### src/rtl/trts_pkg.sv
`timescale 1ns / 1ps
`default_nettype none
// ----------------------------------------------------------------------------
// trts_pkg
// Shared types, codes and the note reload table of the tone sequencer.
// ----------------------------------------------------------------------------
package trts_pkg;

    localparam int SONG_DEPTH = 64;
    localparam int NOTE_COUNT = 37;
    localparam int ROM_SIZE   = 37;
    localparam int SONG_AW    = $clog2(SONG_DEPTH);
    localparam int POS_W      = $clog2(SONG_DEPTH + 1);

    localparam int CFG_IDX_W  = 2;
    localparam int CFG_DATA_W = 16;

    localparam logic [CFG_IDX_W-1:0] CFG_TICKS_PER_MS = 2'd0;
    localparam logic [CFG_IDX_W-1:0] CFG_UNIT_MS      = 2'd1;
    localparam logic [CFG_IDX_W-1:0] CFG_GAP_MS       = 2'd2;

    localparam logic [15:0] TICKS_PER_MS_RESET = 16'd1000;
    localparam logic [7:0]  UNIT_MS_RESET      = 8'd62;
    localparam logic [7:0]  GAP_MS_RESET       = 8'd5;
    localparam logic [15:0] TONE_RESET         = 16'd64536;
    localparam logic [15:0] TONE_WRAP          = 16'hFFFF;

    localparam logic [1:0] OP_TICK  = 2'd0;
    localparam logic [1:0] OP_WRITE = 2'd1;
    localparam logic [1:0] OP_START = 2'd2;

    localparam logic [1:0] PH_IDLE = 2'd0;
    localparam logic [1:0] PH_NOTE = 2'd1;
    localparam logic [1:0] PH_GAP  = 2'd2;
    localparam logic [1:0] PH_DONE = 2'd3;

    typedef struct packed {
        logic [1:0] opcode;
        logic [5:0] entry_index;
        logic [5:0] entry_note;
        logic [7:0] entry_duration;
        logic       entry_is_end;
    } t_in_item;

    typedef struct packed {
        logic       buzzer_level;
        logic       sounding;
        logic [5:0] current_note_out;
        logic       finished;
    } t_out_item;

    typedef struct packed {
        logic       is_end;
        logic [7:0] duration;
        logic [5:0] note;
    } t_song_entry;

    typedef struct packed {
        logic [15:0] ticks_per_ms;
        logic [7:0]  unit_ms;
        logic [7:0]  gap_ms;
    } t_cfg;

    // Timer reload value per note; zero marks a rest.
    function automatic logic [15:0] reload_of(input logic [5:0] note);
        logic [15:0] val;
        case (note)
            6'd1:  val = 16'd63628;
            6'd2:  val = 16'd63731;
            6'd3:  val = 16'd63835;
            6'd4:  val = 16'd63928;
            6'd5:  val = 16'd64021;
            6'd6:  val = 16'd64103;
            6'd7:  val = 16'd64185;
            6'd8:  val = 16'd64260;
            6'd9:  val = 16'd64331;
            6'd10: val = 16'd64400;
            6'd11: val = 16'd64463;
            6'd12: val = 16'd64528;
            6'd13: val = 16'd64580;
            6'd14: val = 16'd64633;
            6'd15: val = 16'd64684;
            6'd16: val = 16'd64732;
            6'd17: val = 16'd64777;
            6'd18: val = 16'd64820;
            6'd19: val = 16'd64860;
            6'd20: val = 16'd64898;
            6'd21: val = 16'd64934;
            6'd22: val = 16'd64968;
            6'd23: val = 16'd65000;
            6'd24: val = 16'd65030;
            6'd25: val = 16'd65058;
            6'd26: val = 16'd65085;
            6'd27: val = 16'd65110;
            6'd28: val = 16'd65134;
            6'd29: val = 16'd65157;
            6'd30: val = 16'd65178;
            6'd31: val = 16'd65198;
            6'd32: val = 16'd65217;
            6'd33: val = 16'd65235;
            6'd34: val = 16'd65252;
            6'd35: val = 16'd65268;
            6'd36: val = 16'd65283;
            default: val = 16'd0;
        endcase
        if (32'(note) >= NOTE_COUNT || 32'(note) >= ROM_SIZE) begin
            val = 16'd0;
        end
        return val;
    endfunction

endpackage
`default_nettype wire

### src/rtl/trts_song_ram.sv
`timescale 1ns / 1ps
`default_nettype none
// ----------------------------------------------------------------------------
// trts_song_ram
// Song memory: one write port, one read port with registered read data.
// ----------------------------------------------------------------------------
module trts_song_ram
    import trts_pkg::*;
(
    input  wire logic                i_clk,
    input  wire logic                i_we,
    input  wire logic [SONG_AW-1:0]  i_waddr,
    input  wire t_song_entry         i_wdata,
    input  wire logic                i_re,
    input  wire logic [SONG_AW-1:0]  i_raddr,
    output t_song_entry              o_rdata
);

    t_song_entry r_mem [SONG_DEPTH];
    t_song_entry r_rdata;

    always_ff @(posedge i_clk) begin
        if (i_we) begin
            r_mem[i_waddr] <= i_wdata;
        end
    end

    // Read data holds while no read is issued, so a stalled item keeps its entry.
    always_ff @(posedge i_clk) begin
        if (i_re) begin
            r_rdata <= r_mem[i_raddr];
        end
    end

    assign o_rdata = r_rdata;

endmodule
`default_nettype wire

### src/rtl/trts_core.sv
`timescale 1ns / 1ps
`default_nettype none
// ----------------------------------------------------------------------------
// trts_core
// Playback state: tone counter, millisecond pacing, phase and song position.
// ----------------------------------------------------------------------------
module trts_core
    import trts_pkg::*;
(
    input  wire logic              i_clk,
    input  wire logic              i_rst_n,
    input  wire logic              i_exec,
    input  wire logic [1:0]        i_op,
    input  wire t_song_entry       i_entry,
    input  wire t_cfg              i_cfg,
    output t_out_item              o_status,
    output logic [POS_W-1:0]       o_next_pos
);

    logic [POS_W-1:0] r_pos, n_pos;
    logic [15:0]      r_tone, n_tone;
    logic             r_buzz, n_buzz;
    logic [15:0]      r_pre, n_pre;
    logic [15:0]      r_rem, n_rem;
    logic [1:0]       r_phase, n_phase;
    logic [5:0]       r_note, n_note;

    always_comb begin
        logic        ms_done;
        logic        phase_end;
        logic        do_load;
        logic [15:0] reload;

        n_pos   = r_pos;
        n_tone  = r_tone;
        n_buzz  = r_buzz;
        n_pre   = r_pre;
        n_rem   = r_rem;
        n_phase = r_phase;
        n_note  = r_note;
        do_load = 1'b0;
        reload  = reload_of(r_note);

        // Prescaler wraps on this tick: one millisecond has gone by.
        ms_done = ({1'b0, r_pre} + 17'd1) >= {1'b0, i_cfg.ticks_per_ms};
        phase_end = 1'b0;

        if (i_exec) begin
            case (i_op)
                OP_TICK: begin
                    if (r_phase == PH_NOTE) begin
                        if (r_rem == 16'd0) begin
                            phase_end = 1'b1;
                        end else begin
                            if (r_tone == TONE_WRAP) begin
                                if (reload != 16'd0) begin
                                    n_tone = reload;
                                    n_buzz = ~r_buzz;
                                end else begin
                                    n_tone = 16'd0;
                                end
                            end else begin
                                n_tone = r_tone + 16'd1;
                            end
                            if (ms_done) begin
                                n_pre = 16'd0;
                                n_rem = r_rem - 16'd1;
                                phase_end = (r_rem == 16'd1);
                            end else begin
                                n_pre = r_pre + 16'd1;
                            end
                        end
                        if (phase_end) begin
                            n_rem   = {8'd0, i_cfg.gap_ms};
                            n_pre   = 16'd0;
                            n_phase = PH_GAP;
                        end
                    end else if (r_phase == PH_GAP) begin
                        if (r_rem == 16'd0) begin
                            do_load = 1'b1;
                        end else if (ms_done) begin
                            n_pre = 16'd0;
                            n_rem = r_rem - 16'd1;
                            do_load = (r_rem == 16'd1);
                        end else begin
                            n_pre = r_pre + 16'd1;
                        end
                        if (do_load) begin
                            n_pos = r_pos + POS_W'(1);
                        end
                    end
                end
                OP_START: begin
                    n_pos   = '0;
                    do_load = 1'b1;
                end
                default: begin
                end
            endcase
        end

        // The entry was fetched at the address this item's load targets.
        if (do_load) begin
            if (32'(n_pos) >= SONG_DEPTH || i_entry.is_end) begin
                n_phase = PH_DONE;
            end else begin
                n_note  = i_entry.note;
                n_rem   = {8'd0, i_cfg.unit_ms} * {8'd0, i_entry.duration};
                n_pre   = 16'd0;
                n_phase = PH_NOTE;
            end
        end
    end

    always_ff @(posedge i_clk) begin
        if (!i_rst_n) begin
            r_pos   <= '0;
            r_tone  <= TONE_RESET;
            r_buzz  <= 1'b0;
            r_pre   <= 16'd0;
            r_rem   <= 16'd0;
            r_phase <= PH_IDLE;
            r_note  <= 6'd0;
        end else begin
            r_pos   <= n_pos;
            r_tone  <= n_tone;
            r_buzz  <= n_buzz;
            r_pre   <= n_pre;
            r_rem   <= n_rem;
            r_phase <= n_phase;
            r_note  <= n_note;
        end
    end

    assign o_status.buzzer_level     = n_buzz;
    assign o_status.sounding         = (n_phase == PH_NOTE);
    assign o_status.current_note_out = n_note;
    assign o_status.finished         = (n_phase == PH_DONE);
    assign o_next_pos                = n_pos;

endmodule
`default_nettype wire

### src/rtl/timer_reload_tone_sequencer.sv
`timescale 1ns / 1ps
`default_nettype none
// ----------------------------------------------------------------------------
// timer_reload_tone_sequencer
// Buzzer song player: song RAM, playback state and result register.
//
//   channel   direction  handshake                 payload
//   input     in         i_in_valid / o_in_stall   i_in_data  (t_in_item)
//   output    out        o_out_valid / i_out_stall o_out_data (t_out_item)
//   config    in         i_cfg_we                  i_cfg_index, i_cfg_data
//
// One transaction per cycle is accepted while o_in_stall is low. The song RAM
// is read into the read stage when a transaction is accepted; the state update
// happens as the item leaves the read stage and also loads the result register.
// Reset is synchronous and active low. An output stall holds the result
// register; one more transaction is taken into the read stage before the input
// channel stalls.
// ----------------------------------------------------------------------------
module timer_reload_tone_sequencer
    import trts_pkg::*;
(
    input  wire logic                  i_clk,
    input  wire logic                  i_rst_n,
    input  wire logic                  i_in_valid,
    output logic                       o_in_stall,
    input  wire t_in_item              i_in_data,
    output logic                       o_out_valid,
    input  wire logic                  i_out_stall,
    output t_out_item                  o_out_data,
    input  wire logic                  i_cfg_we,
    input  wire logic [CFG_IDX_W-1:0]  i_cfg_index,
    input  wire logic [CFG_DATA_W-1:0] i_cfg_data
);

    t_cfg             r_cfg;
    logic             r_s1_valid;
    logic [1:0]       r_s1_op;
    logic             r_out_valid;
    t_out_item        r_out_data;

    logic             w_accept;
    logic             w_s1_move;
    logic             w_we;
    logic [SONG_AW-1:0] w_raddr;
    t_song_entry      w_wdata;
    t_song_entry      w_rdata;
    t_out_item        w_status;
    logic [POS_W-1:0] w_next_pos;

    assign w_s1_move  = r_s1_valid && (!r_out_valid || !i_out_stall);
    assign o_in_stall = r_s1_valid && !w_s1_move;
    assign w_accept   = i_in_valid && !o_in_stall;

    assign w_we = w_accept && (i_in_data.opcode == OP_WRITE)
                  && (32'(i_in_data.entry_index) < SONG_DEPTH);
    assign w_wdata.is_end   = i_in_data.entry_is_end;
    assign w_wdata.duration = i_in_data.entry_duration;
    assign w_wdata.note     = i_in_data.entry_note;

    // The position forwarded from the item being executed this cycle picks the
    // entry that a gap end of the new item will load; a start reads entry 0.
    assign w_raddr = (i_in_data.opcode == OP_START) ? '0
                     : SONG_AW'(w_next_pos + POS_W'(1));

    trts_song_ram u_ram (
        .i_clk   (i_clk),
        .i_we    (w_we),
        .i_waddr (SONG_AW'(i_in_data.entry_index)),
        .i_wdata (w_wdata),
        .i_re    (w_accept),
        .i_raddr (w_raddr),
        .o_rdata (w_rdata)
    );

    trts_core u_core (
        .i_clk      (i_clk),
        .i_rst_n    (i_rst_n),
        .i_exec     (w_s1_move),
        .i_op       (r_s1_op),
        .i_entry    (w_rdata),
        .i_cfg      (r_cfg),
        .o_status   (w_status),
        .o_next_pos (w_next_pos)
    );

    always_ff @(posedge i_clk) begin
        if (!i_rst_n) begin
            r_cfg.ticks_per_ms <= TICKS_PER_MS_RESET;
            r_cfg.unit_ms      <= UNIT_MS_RESET;
            r_cfg.gap_ms       <= GAP_MS_RESET;
        end else if (i_cfg_we) begin
            case (i_cfg_index)
                CFG_TICKS_PER_MS: r_cfg.ticks_per_ms <= i_cfg_data;
                CFG_UNIT_MS:      r_cfg.unit_ms      <= i_cfg_data[7:0];
                CFG_GAP_MS:       r_cfg.gap_ms       <= i_cfg_data[7:0];
                default: begin
                end
            endcase
        end
    end

    always_ff @(posedge i_clk) begin
        if (!i_rst_n) begin
            r_s1_valid  <= 1'b0;
            r_out_valid <= 1'b0;
        end else begin
            r_s1_valid  <= w_accept || (r_s1_valid && !w_s1_move);
            r_out_valid <= w_s1_move || (r_out_valid && i_out_stall);
        end
    end

    always_ff @(posedge i_clk) begin
        if (w_accept) begin
            r_s1_op <= i_in_data.opcode;
        end
        if (w_s1_move) begin
            r_out_data <= w_status;
        end
    end

    assign o_out_valid = r_out_valid;
    assign o_out_data  = r_out_data;

`ifndef ASSERT_OFF
    a_stall_needs_item: assert property (@(posedge i_clk) disable iff (!i_rst_n)
        o_in_stall |-> r_s1_valid)
        else $error("input stalled with an empty read stage");

    a_no_overwrite: assert property (@(posedge i_clk) disable iff (!i_rst_n)
        (r_out_valid && i_out_stall) |-> !w_s1_move)
        else $error("stalled result overwritten");

    a_held_item_keeps: assert property (@(posedge i_clk) disable iff (!i_rst_n)
        (r_s1_valid && !w_s1_move) |=> (r_s1_valid && $stable(r_s1_op)))
        else $error("waiting item lost from read stage");

    a_phase_flags: assert property (@(posedge i_clk) disable iff (!i_rst_n)
        o_out_valid |-> !(o_out_data.sounding && o_out_data.finished))
        else $error("result both sounding and finished");
`endif

endmodule
`default_nettype wire
### config.mk
export PLATFORM = sky130hd
export DESIGN_NAME = timer_reload_tone_sequencer
export DESIGN_NICKNAME = d
export VERILOG_FILES = /design/src/rtl/trts_pkg.sv /design/src/rtl/trts_song_ram.sv /design/src/rtl/trts_core.sv /design/src/rtl/timer_reload_tone_sequencer.sv
export SDC_FILE = /design/constraint.sdc
export NUM_CORES = 2
export LEC_CHECK = 0
export ABC_AREA = 0
export BUFFER_PORTS_ARGS = -buffer_cell sky130_fd_sc_hd__buf_2
export CAP_MARGIN = 20
export CORE_MARGIN = 5
export CORE_UTILIZATION = 54
export CTS_CLUSTER_SIZE = 25
export DETAILED_ROUTE_END_ITERATION = 7
export PLACE_DENSITY = 0.7
export REMOVE_ABC_BUFFERS = 1
export SYNTH_ARGS = -nofsm -noshare
export SYNTH_HDL_FRONTEND = slang
export SYNTH_SLANG_ARGS = --single-unit
### constraint.sdc
create_clock -name i_clk -period 13.9 [get_ports i_clk]
set_input_delay 0 -clock i_clk [delete_from_list [all_inputs] [get_ports i_clk]]
set_output_delay 0 -clock i_clk [all_outputs]
set_load 0.005 [all_outputs]
==> results.cfg <==
[status]
run_status = finished, final reports clean

[setup_path]
launching_element_of_the_worst_setup_path = u_core.r_pre[2]
cp_slowest_cell = a21oi_1
cp_max_fo = 120
critPathBufInv = 3
cp_slowest_stage_delay_ns = 0.83
cp_data_required_time_ns = 14.46
critical_path.reg2reg.startpoint = u_core.r_pre[2]
worst-endpoint-arrival_ns = 8.72
worst_path_most_repeated_cell = nand3_1
critPathCaptureType = flip-flop
worst-setup-path-type = flip-flop to flip-flop
critical_path.startpoint_type = flip-flop
crit_family = compound AO/OA/AOI/OAI gates

[detailed_routing]
viasPerCell = 6.35
routed_wl_um = 134000
num_vias = 32200
detailed_routing_iterations_pass_1 = 8
routed_wirelength_normalized_by_instance_count_um = 26.4
detail-route-antenna-nets = 0
initialDrtViolationCount = 3985
drcViolationCount = 0

[power]
total_switching_power_mw = 1.56
power_report.internal_total_mw = 5.49
p_sw_share_pct = 22.1
power_frac_comb_pct = 6.4
max-vdd-ir-drop_mv = 0.121
clock_power_share_pct = 42.2
power.sequential.fraction_pct = 51.4
power_leakage_nw = 18.1
power_density_over_the_cells_mw_per_mm2 = 132

[finish]
mostFrequentLayoutCell = edfxtp_1
final_util_pct = 61.5
layout.cells.most_common_list = 986 x edfxtp_1, 609 x nand2_1, 204 x a21oi_1
area.growth.synth_to_final_pct = 12.8
finalNetCount = 3964
drive_above_1_share_pct = 10.4

[clock_network]
cts_num_sinks = 1096
insertion_delay_ns = 0.69
clockRootBuffer = clkbuf_16
cts.repair_timing.setup_buffer_count = 0
cts_made_buffers = 108
cts.path.max_buffers = 3
clkSlewWorstSetupHoldPaths_ns = 0.07
h-tree-depth = 3
tritoncts = built

[global_routing]
grt_antenna_before_repair = 7
grt_start_max_net_pins = 143
global_route_wire_length_before_repair_um = 200000
grtUsageTotal_pct = 28.0
first_global_vias = 31000
overflow = 0

[synth]
netlist_area_mm2 = 0.0474
synth.top_cell.area_share_pct = 62.5
share_of_flip_flops_with_an_asynchronous_set_or_reset_after_synthesis_pct = 0
synth-edff-count = 986
ys.flop_type = edfxtp_1
synthDominantAreaCellType = edfxtp_1
yosys-top-cells-area = edfxtp_1 62%, nand2_1 4.8%, dfxtp_1 4.6%, mux2i_1 3.8%, a21oi_1 2.2%
synth.lib_cells_used.distinct = 87
yosys_register_bits = 1096
synth-seq-area-share_pct = 67.1
synthesis.area_per_instance_um2 = 12.8
syn_warnings = 0
syn_inst = 3696

[worst_hold_path]
holdCritPathClass = primary input to flip-flop
hold_path.startpoint = i_in_data[13]

[placed_design]
finalWeightedCongestion = 0.888
post-dp-hpwl_um = 80000
numPortBuffers = 56

[floorplanning]
placeableCoreArea_mm2 = 0.0869
ioPinCount = 57
number_of_core_rows = 108
initial_core_util_pct = 54.5
die_w_um = 306
die_height_um = 306
fp.dieArea_mm2 = 0.0938

[sta]
finalWorstPathRequiredPeriod_ns = 8.16
hold_viol = 0
clock_skew_ns = 0.0552
setup_total_neg_slack_ns = 0
fmaxAchievable_mhz = 123
tightestPinTransition_ns = 1.13
final-max-slew-violation-count = 0
slew-limit-headroom_pct = 24.2
setup_repair_after_global_routing_missed_its_margin = false
final_min_period_over_clock_period_pct = 58.7
setup_viol_count_final = 0

[flow_run]
drv_cap = 0
[cell type report]
cell class / instances / area, um2
multi-input combinational: 2295 / 14400
antenna: 3 / 7.51
tap: 1155 / 1450
timing repair buffer: 226 / 1810
clock inverter: 67 / 766
inverter: 90 / 343
fill: 6590 / 33400
clock buffer: 132 / 2850
sequential: 1096 / 31800
[worst paths after layout]
path | to | slack, ns | depth (start not counted)
worst max-delay path | u_ram.o_rdata[5] | 5.74 | 25
worst min-delay path | u_ram.r_mem[3][4] | 0.02 | 2
worst max register to register | u_ram.o_rdata[5] | 5.74 | 25
worst min register to register | u_core.r_tone[8] | 0.46 | 2
[stage by stage]
step	std cells	setup WS (ns)	power [mW]	hold WS, ns	instance area (um2)
after floorplan	3481	2.84	3.96	0.0619	46400
after global placement	4798	5.89	4.12	0.222	49100
after detailed placement	4800	5.81	4.13	0.223	49200
after CTS	5056	5.75	7.08	0.00541	53300
after global routing	5061	5.23	7.28	0.0203	53400
final	5064	5.74	7.05	0.0171	53400
[kinds of logic (layout without fill, tap and decap cells)]
logic type / Yosys count / in the layout / share of synthesized area (%)
AO/OA/AOI/OAI: 766 / 766 / 10.7
XOR/XNOR: 31 / 31 / 0.573
adder cells (fa/ha/maj): 101 / 101 / 3.24
buffers and inverters: 305 / 515 / 2.73
flip-flops: 1096 / 1096 / 67.1
multiplexers: 212 / 212 / 4.57
other: 0 / 3 / 0
AND/OR/NAND/NOR: 1185 / 1185 / 11.1
[per-layer routing]
layer / global-route usage [%] / routed length (um)
met5: 0 / 39
met4: 11.7 / 6420
met3: 5.40 / 14100
met2: 44.1 / 61600
met1: 38.8 / 51600
[power by group through the flow]
stage / combinational, mW / sequential, mW / clock [mW]
floorplan: 0.277 / 3.68 / 0
global placement: 0.428 / 3.69 / 0
detailed placement: 0.437 / 3.69 / 0
CTS: 0.451 / 3.62 / 3.00
global route: 0.503 / 3.62 / 3.15
finish: 0.454 / 3.62 / 2.97
[state kept, by name, summed over array words and instances, names as in the netlist, named ones only]
| signal | cells |
|---|---|
| o_out_valid | 1 |
| r_s1_valid | 1 |
| r_cfg | 32 |
| u_core.r_pos | 7 |
| u_ram.o_rdata | 15 |
| u_core.r_rem | 16 |
| o_out_data | 9 |
| u_core.r_pre | 16 |
| u_core.r_phase | 2 |
| u_core.r_tone | 16 |
| r_s1_op | 2 |
| u_core.r_note | 6 |
| u_ram.r_mem | 960 |
| u_core.r_buzz | 1 |
[timing repair]
item                                    in CTS  in global routing
gates resized for setup                      0                  0
hold endpoints to repair                   209                 64
hold buffers                                57                  1
endpoints found under the setup margin       0                  0
[Yosys cell counts, drive strengths merged (6+ instances only)]
library cell	instances
or3	8
nand3b	11
mux2	33
a21oi	207
a221oi	17
nand3	137
a211oi	25
nand4	19
mux2i	179
a31oi	65
o21ai	121
and3	22
o31ai	13
nor4	16
a22o	8
nand2b	11
nand2	613
buf	116
inv	89
o21a	7
dfxtp	110
a22oi	45
nor3	42
o211ai	53
or2	8
a21boi	6
nor2b	10
nor2	219
o22ai	66
a32oi	14
ha	65
a2111oi	6
and2	50
edfxtp	986
nor3b	10
fa	36
xor2	16
xnor2	15
clkbuf	99
o221ai	64
No activity file was read; power rests on OpenSTA's default activity.
